<file path="config.mk">
export PLATFORM = sky130hd
export DESIGN_NAME = string_literal_escape_decoder
export DESIGN_NICKNAME = d
export VERILOG_FILES = /design/src/hdl/sled_pkg.sv /design/src/hdl/sled_decoder.sv /design/src/hdl/sled_out_fifo.sv /design/src/hdl/string_literal_escape_decoder.sv
export SDC_FILE = /design/constraint.sdc
export NUM_CORES = 1
export LEC_CHECK = 0
export BUFFER_PORTS_ARGS = -buffer_cell sky130_fd_sc_hd__buf_2
export CAP_MARGIN = 20
export CORE_MARGIN = 1
export CORE_UTILIZATION = 45
export DETAILED_ROUTE_END_ITERATION = 8
export GPL_TIMING_DRIVEN = 0
export SYNTH_ARGS = -nofsm -noshare
export SYNTH_HDL_FRONTEND = slang
export SYNTH_SLANG_ARGS = --single-unit
</file>
<file path="constraint.sdc">
create_clock -name clk_i -period 5.19 [get_ports clk_i]
set_input_delay 1.557 -clock clk_i [delete_from_list [all_inputs] [get_ports clk_i]]
set_output_delay 1.557 -clock clk_i [all_outputs]
set_load 0.03 [all_outputs]
</file>
<file path="src/hdl/sled_pkg.sv">
package sled_pkg;

  // input and result transactions
  typedef struct packed {
    logic [7:0] in_char;
    logic       end_of_input;
  } in_item_t;

  typedef struct packed {
    logic [7:0] out_byte;
    logic       last;
    logic       missing_quote;
  } out_item_t;

  // scan modes of the decoder
  typedef enum logic [2:0] {
    MODE_PLAIN = 3'd0,
    MODE_ESC   = 3'd1,
    MODE_OCT   = 3'd2,
    MODE_HEX   = 3'd3,
    MODE_TRAIL = 3'd4
  } mode_e;

  // result queue sizing
  localparam int unsigned FIFO_DEPTH = 4;
  localparam int unsigned FIFO_PTR_W = $clog2(FIFO_DEPTH);
  localparam int unsigned FIFO_CNT_W = $clog2(FIFO_DEPTH + 1);

  // characters with a meaning of their own
  localparam logic [7:0] CH_LF     = 8'h0A;
  localparam logic [7:0] CH_QUOTE  = 8'h22;
  localparam logic [7:0] CH_BSLASH = 8'h5C;
  localparam logic [7:0] CH_LOW_X  = 8'h78;
  localparam logic [7:0] CH_LOW_N  = 8'h6E;
  localparam logic [7:0] CH_LOW_T  = 8'h74;
  localparam logic [7:0] CH_LOW_B  = 8'h62;
  localparam logic [7:0] CH_LOW_R  = 8'h72;
  localparam logic [7:0] CH_LOW_F  = 8'h66;
  localparam logic [7:0] CH_LOW_V  = 8'h76;
  localparam logic [7:0] CH_LOW_A  = 8'h61;

  // control codes for simple escapes
  localparam logic [7:0] CODE_NL  = 8'h0A;
  localparam logic [7:0] CODE_TAB = 8'h09;
  localparam logic [7:0] CODE_BS  = 8'h08;
  localparam logic [7:0] CODE_CR  = 8'h0D;
  localparam logic [7:0] CODE_FF  = 8'h0C;
  localparam logic [7:0] CODE_VT  = 8'h0B;
  localparam logic [7:0] CODE_BEL = 8'h07;

endpackage

</file>
<file path="src/hdl/sled_decoder.sv">
module sled_decoder import sled_pkg::*; (
  input  logic       clk_i,
  input  logic       rst_ni,
  input  logic       step_i,
  input  in_item_t   item_i,
  input  logic       dbe_i,
  output logic [1:0] res_cnt_o,
  output out_item_t  res0_o,
  output out_item_t  res1_o
);

  typedef struct packed {
    logic      emit;
    out_item_t item;
    mode_e     mode;
  } plain_res_t;

  mode_e      mode_q, mode_d;
  logic [7:0] val_q, val_d;
  logic [1:0] cnt_q, cnt_d;
  plain_res_t pr;
  logic [7:0] c;
  logic       eoi;
  logic       is_oct;
  logic       is_hex;
  logic [3:0] hex_val;
  logic       is_lead;
  logic [7:0] esc_byte;
  logic [7:0] oct_next;
  logic [7:0] hex_next;

  assign c   = item_i.in_char;
  assign eoi = item_i.end_of_input;

  // character classes
  always_comb begin
    is_oct  = c inside {[8'h30:8'h37]};
    is_lead = c inside {[8'h81:8'h9F], [8'hE0:8'hFC]};
    is_hex  = 1'b1;
    hex_val = 4'd0;
    if (c inside {[8'h30:8'h39]}) begin
      hex_val = c[3:0];
    end else if (c inside {[8'h41:8'h46], [8'h61:8'h66]}) begin
      hex_val = 4'(c[2:0] + 3'd1) + 4'd8;
    end else begin
      is_hex = 1'b0;
    end
  end

  assign oct_next = {val_q[4:0], c[2:0]};
  assign hex_next = {val_q[3:0], hex_val};

  // simple escape letters
  always_comb begin
    case (c)
      CH_LOW_N: esc_byte = CODE_NL;
      CH_LOW_T: esc_byte = CODE_TAB;
      CH_LOW_B: esc_byte = CODE_BS;
      CH_LOW_R: esc_byte = CODE_CR;
      CH_LOW_F: esc_byte = CODE_FF;
      CH_LOW_V: esc_byte = CODE_VT;
      CH_LOW_A: esc_byte = CODE_BEL;
      default:  esc_byte = c;
    endcase
  end

  // plain text handling of the current character
  always_comb begin
    pr      = '0;
    pr.mode = MODE_PLAIN;
    if (eoi || c == CH_LF) begin
      pr.emit = 1'b1;
      pr.item = '{out_byte: 8'd0, last: 1'b1, missing_quote: 1'b1};
    end else if (c == CH_QUOTE) begin
      pr.emit = 1'b1;
      pr.item = '{out_byte: 8'd0, last: 1'b1, missing_quote: 1'b0};
    end else if (c == CH_BSLASH) begin
      pr.mode = MODE_ESC;
    end else begin
      pr.emit = 1'b1;
      pr.item = '{out_byte: c, last: 1'b0, missing_quote: 1'b0};
      if (dbe_i && is_lead) pr.mode = MODE_TRAIL;
    end
  end

  // state update and results
  always_comb begin
    mode_d    = mode_q;
    val_d     = val_q;
    cnt_d     = cnt_q;
    res_cnt_o = 2'd0;
    res0_o    = '0;
    res1_o    = '0;
    case (mode_q)
      MODE_ESC: begin
        mode_d = MODE_PLAIN;
        if (eoi) begin
          res0_o    = '{out_byte: 8'd0, last: 1'b1, missing_quote: 1'b1};
          res_cnt_o = 2'd1;
        end else if (c == CH_LF) begin
          // line continuation, nothing emitted
        end else if (is_oct) begin
          val_d  = {5'd0, c[2:0]};
          cnt_d  = 2'd1;
          mode_d = MODE_OCT;
        end else if (c == CH_LOW_X) begin
          val_d  = 8'd0;
          cnt_d  = 2'd0;
          mode_d = MODE_HEX;
        end else begin
          res0_o    = '{out_byte: esc_byte, last: 1'b0, missing_quote: 1'b0};
          res_cnt_o = 2'd1;
        end
      end
      MODE_OCT: begin
        if (!eoi && is_oct) begin
          val_d = oct_next;
          if (cnt_q == 2'd2) begin
            cnt_d     = 2'd0;
            mode_d    = MODE_PLAIN;
            res0_o    = '{out_byte: oct_next, last: 1'b0, missing_quote: 1'b0};
            res_cnt_o = 2'd1;
          end else begin
            cnt_d = cnt_q + 2'd1;
          end
        end else begin
          // escape ended early: pending value, then the character as text
          cnt_d     = 2'd0;
          mode_d    = pr.mode;
          res0_o    = '{out_byte: val_q, last: 1'b0, missing_quote: 1'b0};
          res1_o    = pr.item;
          res_cnt_o = pr.emit ? 2'd2 : 2'd1;
        end
      end
      MODE_HEX: begin
        if (!eoi && is_hex) begin
          val_d = hex_next;
          if (cnt_q == 2'd1) begin
            cnt_d     = 2'd0;
            mode_d    = MODE_PLAIN;
            res0_o    = '{out_byte: hex_next, last: 1'b0, missing_quote: 1'b0};
            res_cnt_o = 2'd1;
          end else begin
            cnt_d = cnt_q + 2'd1;
          end
        end else begin
          cnt_d     = 2'd0;
          mode_d    = pr.mode;
          res0_o    = '{out_byte: val_q, last: 1'b0, missing_quote: 1'b0};
          res1_o    = pr.item;
          res_cnt_o = pr.emit ? 2'd2 : 2'd1;
        end
      end
      MODE_TRAIL: begin
        mode_d    = MODE_PLAIN;
        res_cnt_o = 2'd1;
        if (eoi) begin
          res0_o = '{out_byte: 8'd0, last: 1'b1, missing_quote: 1'b1};
        end else begin
          res0_o = '{out_byte: c, last: 1'b0, missing_quote: 1'b0};
        end
      end
      default: begin
        mode_d    = pr.mode;
        res0_o    = pr.item;
        res_cnt_o = pr.emit ? 2'd1 : 2'd0;
      end
    endcase
  end

  // decoder state registers
  always_ff @(posedge clk_i or negedge rst_ni) begin
    if (!rst_ni) begin
      mode_q <= MODE_PLAIN;
      val_q  <= 8'd0;
      cnt_q  <= 2'd0;
    end else if (step_i) begin
      mode_q <= mode_d;
      val_q  <= val_d;
      cnt_q  <= cnt_d;
    end
  end

`ifndef SYNTHESIS
  // octal escape holds one or two digits between characters
  assert property (@(posedge clk_i) disable iff (!rst_ni)
    mode_q == MODE_OCT |-> (cnt_q == 2'd1 || cnt_q == 2'd2))
    else $error("octal digit count out of range");

  // hex escape holds at most one digit between characters
  assert property (@(posedge clk_i) disable iff (!rst_ni)
    mode_q == MODE_HEX |-> cnt_q <= 2'd1)
    else $error("hex digit count out of range");

  // a pair of results only comes from an escape cut short by a character
  assert property (@(posedge clk_i) disable iff (!rst_ni)
    res_cnt_o == 2'd2 |-> (!res0_o.last && (mode_q == MODE_OCT || mode_q == MODE_HEX)))
    else $error("unexpected result pair");
`endif

endmodule

</file>
<file path="src/hdl/sled_out_fifo.sv">
module sled_out_fifo import sled_pkg::*; (
  input  logic       clk_i,
  input  logic       rst_ni,
  input  logic [1:0] push_cnt_i,
  input  out_item_t  push0_i,
  input  out_item_t  push1_i,
  output logic       space_o,
  output logic       out_valid_o,
  input  logic       out_ready_i,
  output out_item_t  out_item_o
);

  out_item_t             mem_q [FIFO_DEPTH];
  logic [FIFO_PTR_W-1:0] wptr_q, wptr_d;
  logic [FIFO_PTR_W-1:0] rptr_q, rptr_d;
  logic [FIFO_CNT_W-1:0] count_q, count_d;
  logic [FIFO_PTR_W-1:0] wptr_nx;
  logic                  pop;

  // room for a pair of results
  assign space_o     = count_q <= FIFO_CNT_W'(FIFO_DEPTH - 2);
  assign out_valid_o = count_q != '0;
  assign out_item_o  = mem_q[rptr_q];
  assign pop         = out_valid_o && out_ready_i;
  assign wptr_nx     = wptr_q + FIFO_PTR_W'(1);

  // pointer and fill count update
  always_comb begin
    wptr_d  = wptr_q + FIFO_PTR_W'(push_cnt_i);
    rptr_d  = pop ? rptr_q + FIFO_PTR_W'(1) : rptr_q;
    count_d = count_q + FIFO_CNT_W'(push_cnt_i) - FIFO_CNT_W'(pop);
  end

  always_ff @(posedge clk_i or negedge rst_ni) begin
    if (!rst_ni) begin
      wptr_q  <= '0;
      rptr_q  <= '0;
      count_q <= '0;
    end else begin
      wptr_q  <= wptr_d;
      rptr_q  <= rptr_d;
      count_q <= count_d;
    end
  end

  // result storage
  always_ff @(posedge clk_i) begin
    if (push_cnt_i != 2'd0) mem_q[wptr_q] <= push0_i;
    if (push_cnt_i == 2'd2) mem_q[wptr_nx] <= push1_i;
  end

`ifndef SYNTHESIS
  // pushes only land when there is room for them
  assert property (@(posedge clk_i) disable iff (!rst_ni)
    push_cnt_i != 2'd0 |-> count_q <= FIFO_CNT_W'(FIFO_DEPTH - 2))
    else $error("push into a full result queue");

  // fill count tracks the pointers
  assert property (@(posedge clk_i) disable iff (!rst_ni)
    count_q <= FIFO_CNT_W'(FIFO_DEPTH) &&
    (wptr_q - rptr_q) == FIFO_PTR_W'(count_q))
    else $error("result queue count out of step with pointers");
`endif

endmodule

</file>
<file path="src/hdl/string_literal_escape_decoder.sv">
// C string literal escape decoder
//
// in channel: one source character per transaction (in_valid_i / in_ready_o),
//   starting after the opening quote; end_of_input marks the end of source.
// out channel: decoded bytes (out_valid_o / out_ready_i); each string closes
//   with a NUL result that has last set, and missing_quote set when it ended
//   on a newline or end of input instead of a closing quote.
// cfg channel: one write of double_byte_enable per transaction, always ready;
//   write it only while the block is idle.
// path: an accepted character is held in the input register, decoded from
//   there, and its results are written into the result queue that feeds out.
// throughput: one character per cycle while the queue has room, set by the
//   single decode stage; a character that ends an escape early can give two
//   results, which leave on out one after the other. The four-entry result
//   queue takes a decode only when it has room for two results.
// reset: plain text mode, queue empty, double_byte_enable = 1.
// stall: when out_ready_i is low results collect in the queue; once fewer
//   than two entries are free, a held character stays and in_ready_o drops.
module string_literal_escape_decoder import sled_pkg::*; (
  input  logic      clk_i,
  input  logic      rst_ni,
  input  logic      in_valid_i,
  output logic      in_ready_o,
  input  in_item_t  in_item_i,
  output logic      out_valid_o,
  input  logic      out_ready_i,
  output out_item_t out_item_o,
  input  logic      cfg_valid_i,
  output logic      cfg_ready_o,
  input  logic      cfg_data_i
);

  logic       in_valid_q;
  in_item_t   in_item_q;
  logic       dbe_q;
  logic       space;
  logic       step;
  logic [1:0] res_cnt;
  logic [1:0] push_cnt;
  out_item_t  res0;
  out_item_t  res1;

  // input register handshake
  assign step       = in_valid_q && space;
  assign in_ready_o = !in_valid_q || step;
  assign cfg_ready_o = 1'b1;
  assign push_cnt   = step ? res_cnt : 2'd0;

  always_ff @(posedge clk_i or negedge rst_ni) begin
    if (!rst_ni) begin
      in_valid_q <= 1'b0;
    end else if (in_ready_o) begin
      in_valid_q <= in_valid_i;
    end
  end

  always_ff @(posedge clk_i) begin
    if (in_valid_i && in_ready_o) in_item_q <= in_item_i;
  end

  // configuration register
  always_ff @(posedge clk_i or negedge rst_ni) begin
    if (!rst_ni) begin
      dbe_q <= 1'b1;
    end else if (cfg_valid_i && cfg_ready_o) begin
      dbe_q <= cfg_data_i;
    end
  end

  sled_decoder u_decoder (
    .clk_i     (clk_i),
    .rst_ni    (rst_ni),
    .step_i    (step),
    .item_i    (in_item_q),
    .dbe_i     (dbe_q),
    .res_cnt_o (res_cnt),
    .res0_o    (res0),
    .res1_o    (res1)
  );

  sled_out_fifo u_out_fifo (
    .clk_i       (clk_i),
    .rst_ni      (rst_ni),
    .push_cnt_i  (push_cnt),
    .push0_i     (res0),
    .push1_i     (res1),
    .space_o     (space),
    .out_valid_o (out_valid_o),
    .out_ready_i (out_ready_i),
    .out_item_o  (out_item_o)
  );

endmodule

</file>
==> flow_summary.toml <==
[yosys]
synth_fp_nets = 480
top_cells_by_area_synth = "sky130_fd_sc_hd__edfxtp_1 (31%), sky130_fd_sc_hd__dfrtp_1 (11%), sky130_fd_sc_hd__mux2i_1 (8.7%)"
yosys.cell_count.top_type = "sky130_fd_sc_hd__edfxtp_1"
yosysUniqueCellTypes = 73
netlist_area_um2 = 4720
synthFlopType = "sky130_fd_sc_hd__edfxtp_1"
post_synth.cell_area_avg_um2 = 10.4
postSynthRegisterBits = 71
synth_enable_flop_cells = 49
seq_area_frac_synth_pct = 42.9
netlist_top_cells_count = "sky130_fd_sc_hd__edfxtp_1 (49), sky130_fd_sc_hd__mux2i_1 (41), sky130_fd_sc_hd__nand2_1 (38), sky130_fd_sc_hd__nor2_1 (26), sky130_fd_sc_hd__a21oi_1 (25)"
post-synth-top-area-cell = "sky130_fd_sc_hd__edfxtp_1"
ys_warn_count = 0
synthArstFlopShare_pct = 31.0
synth_largest_type_area_fraction_pct = 31.2
synthCells = 455

[routing]
wl_per_cell_um = 20.3
detail_route.iter0.violations = 364
detail-route-antenna-nets = 0
detailroute.via_count = 3954
drc_errors = 0
routed_wl_mm = 12.9
viasPerCell = 6.23
1st_pass_router_iterations = 5

[timing]
timing.setup.tns_ns = 0
clock.fmax_ghz = 0.223
setup_viol = 0
timing_worst_slew_pin_value_ns = 1.03
timing.final.crit_period_ns = 4.48
fin_worst_skew_ns = 0.0130
report.final.hold_viol_count = 0
timing.hold.ws_ns = 0.506
worst_slew_margin_rel_pct = 30.5
post-route-period-util_pct = 86.4
slew_viol_final = 0
grt_setup_unrepaired = "false"

[power_and_ir_drop]
power_report.internal_total_w = 0.00153
switching_power_w = 0.00111
power_switching_share_pct = 42.1
power.share.sequential_pct = 33.4
clkPwrFrac_pct = 19.9
p_per_area_nw_per_um2 = 502
power.static_leakage_nw = 2.13
power.combinational.fraction_pct = 46.7
vdd.ir_drop.worst_mv = 0.224

[floorplanning]
fp.dieArea_um2 = 10900
die_width_um = 104
std_cell_rows = 37
ios = 28
dieHeight_um = 104
floorplan.initialDensity_pct = 46.1
placeableCoreArea_um2 = 10200

[hold_path]
hold_path_depth = 1
min-delay-path-class = "register to register"
worstHoldStart = "u_out_fifo.count_q[2]$_DFF_PN0_"
whs_endpoint = "u_out_fifo.count_q[2]$_DFF_PN0_"

[worst_setup_path]
rr_endpoint = "u_out_fifo.mem_q[1][5]$_DFFE_PP_"
cp_data_required_time_ns = 5.17
cp.arrival_ns = 4.47
start_kind = "register"
critical_path_peak_fanout = 10
r2r_setup_slack_ns = 0.71
crit_path_end_kind = "register"
critical_path_class = "register to register"
reg2regPathDepth = 9
r2r_start = "in_item_q[1]$_DFFE_PP_"

[clock_network]
ctsRootBufferMaster = "sky130_fd_sc_hd__clkbuf_8"
clkTransAtPathRegs_ns = 0.09
cts_num_sinks = 71
postCtsSetupBuffers = 0
hold_buf_count_cts = 0
cts_inserted_buffers = 9
cts_tree = "built"
post_cts_resized = 0
ctsHtreeMaxLevel = 3
insertion_delay_ns = 0.36
cts.path.max_buffers = 2

[final_layout]
layout.core_utilization_pct = 51.4
finish.net_count = 519
antenna_cells = 0
area_growth_pct = 11.5
post_route_cells_drive_above_1_share_pct = 15.6
finish.instance_area_um2 = 5260

[placed_design]
dp_hpwl_mm = 9.18
place_congestion = 0.926
port_buffers = 26
dpl_cell_area_um2 = 5020

[global_routing]
grt_antenna_before_repair = 0
first_global_vias = 3746
congestion_overflow_gr = 0
grt_first_pass_wirelength_mm = 20.5
grtUsageTotal_pct = 24.7
grt_start_max_net_pins = 23

[job]
cap_violations = 0

[status]
result_of_the_run = "complete, no violations"
-- flip-flops by register name, indices dropped and copies added (netlist names) --
signal / count
u_decoder.mode_q: 3
u_out_fifo.count_q: 3
in_valid_q: 1
dbe_q: 1
u_out_fifo.rptr_q: 2
u_decoder.val_q: 8
in_item_q: 9
u_out_fifo.wptr_q: 2
u_decoder.cnt_q: 2
u_out_fifo.mem_q: 40
-- layout make-up --
class | count | area, um2
fillers | 962 | 4970
flip-flops and latches | 71 | 2020
clock inverters | 7 | 103
plain buffers | 34 | 143
inverters | 16 | 60.1
well taps | 136 | 170
repair buffers | 28 | 145
clock buffers | 9 | 124
multi-input cells | 334 | 2490
-- worst max-delay path: stages (launching register included) --
cell,delay [ns]
sky130_fd_sc_hd__edfxtp_1,0.63
sky130_fd_sc_hd__inv_1,0.26
sky130_fd_sc_hd__ha_1,0.26
sky130_fd_sc_hd__clkbuf_1,0.21
sky130_fd_sc_hd__a41oi_1,0.72
sky130_fd_sc_hd__and2_1,0.37
sky130_fd_sc_hd__a21oi_1,0.11
sky130_fd_sc_hd__a221oi_1,0.61
sky130_fd_sc_hd__a21oi_1,0.20
sky130_fd_sc_hd__nor2_1,0.73
-- routing by layer --
metal | track usage, % | vias to the layer above | wire, um
li1 | - | 1814 | -
met1 | 32.0 | 1912 | 5540
met2 | 40.9 | 195 | 6120
met3 | 4.76 | 33 | 886
met4 | 8.78 | 0 | 365
met5 | 0 | - | 0
-- power groups by stage --
stage	clock, W	sequential [W]	combinational [W]
floorplan	0	0.000871	0.000917
finish	0.000525	0.000882	0.00123
global placement	0	0.000893	0.00121
global route	0.000553	0.000897	0.00135
detailed placement	0	0.000896	0.00122
CTS	0.000530	0.000883	0.00123
-- stage by stage --
| step | std cells | power [W] | setup slack, ns |
|---|---|---|---|
| after floorplan | 455 | 0.00179 | 1.58 |
| after global placement | 617 | 0.00210 | 0.178 |
| after detailed placement | 618 | 0.00212 | 0.518 |
| after CTS | 634 | 0.00264 | 0.490 |
| after global routing | 635 | 0.00280 | 0.497 |
| final | 635 | 0.00264 | 0.706 |
-- how the worst max path moves through the flow --
| stage | start | endpoint | slack [ns] | cells past startpoint |
|---|---|---|---|---|
| final | in_item_q[1]$_DFFE_PP_ | u_out_fifo.mem_q[1][5]$_DFFE_PP_ | 0.71 | 9 |
| after global routing | in_item_q[1]$_DFFE_PP_ | u_out_fifo.mem_q[1][7]$_DFFE_PP_ | 0.50 | 9 |
| after CTS | in_item_q[1]$_DFFE_PP_ | u_out_fifo.mem_q[3][7]$_DFFE_PP_ | 0.49 | 9 |
| after detailed placement | in_item_q[1]$_DFFE_PP_ | u_out_fifo.mem_q[3][6]$_DFFE_PP_ | 0.52 | 9 |
| after global placement | in_item_q[1]$_DFFE_PP_ | u_out_fifo.mem_q[2][6]$_DFFE_PP_ | 0.18 | 9 |
| after floorplan | in_item_q[2]$_DFFE_PP_ | u_out_fifo.mem_q[2][0]$_DFFE_PP_ | 1.58 | 10 |
-- logic make-up after synthesis --
kind of cell               count (synthesis)  share of synthesized area [%]
other                                      1                         0.0795
and+or+nand+nor                          143                           16.3
adders and majority gates                 10                           2.81
AOI/OAI and AO/OA                        111                           16.4
muxes                                     58                           15.2
xor gates and xnor gates                  11                           2.04
DFF                                       71                           42.9
buffers and inverters                     50                           4.30
-- cells in the final DEF, fill, tap and decap left out, types with 5 or more instances in the layout --
| cell | Yosys | routed |
|---|---|---|
| sky130_fd_sc_hd__inv_1 | 16 | 16 |
| sky130_fd_sc_hd__nand2_1 | 38 | 38 |
| sky130_fd_sc_hd__mux2i_1 | 41 | 41 |
| sky130_fd_sc_hd__nand2b_1 | 11 | 11 |
| sky130_fd_sc_hd__o31ai_1 | 6 | 6 |
| sky130_fd_sc_hd__dfrtp_1 | 21 | 21 |
| sky130_fd_sc_hd__clkbuf_8 | 0 | 9 |
| sky130_fd_sc_hd__a21oi_1 | 25 | 25 |
| sky130_fd_sc_hd__a31oi_1 | 12 | 12 |
| sky130_fd_sc_hd__o21ai_0 | 15 | 14 |
| sky130_fd_sc_hd__clkbuf_1 | 22 | 22 |
| sky130_fd_sc_hd__edfxtp_1 | 49 | 49 |
| sky130_fd_sc_hd__a221oi_1 | 6 | 6 |
| sky130_fd_sc_hd__mux4_2 | 10 | 10 |
| sky130_fd_sc_hd__o211ai_1 | 5 | 5 |
| sky130_fd_sc_hd__nor3_1 | 9 | 9 |
| sky130_fd_sc_hd__mux2_2 | 7 | 7 |
| sky130_fd_sc_hd__buf_2 | 6 | 32 |
| sky130_fd_sc_hd__nor2_1 | 26 | 26 |
| sky130_fd_sc_hd__ha_1 | 9 | 9 |
| sky130_fd_sc_hd__nand3b_1 | 5 | 5 |
| sky130_fd_sc_hd__and2_1 | 5 | 5 |
| sky130_fd_sc_hd__xnor2_1 | 7 | 7 |
| sky130_fd_sc_hd__nand3_1 | 13 | 13 |
| sky130_fd_sc_hd__nor2b_1 | 6 | 6 |
(Power assumes the default switching activity.)
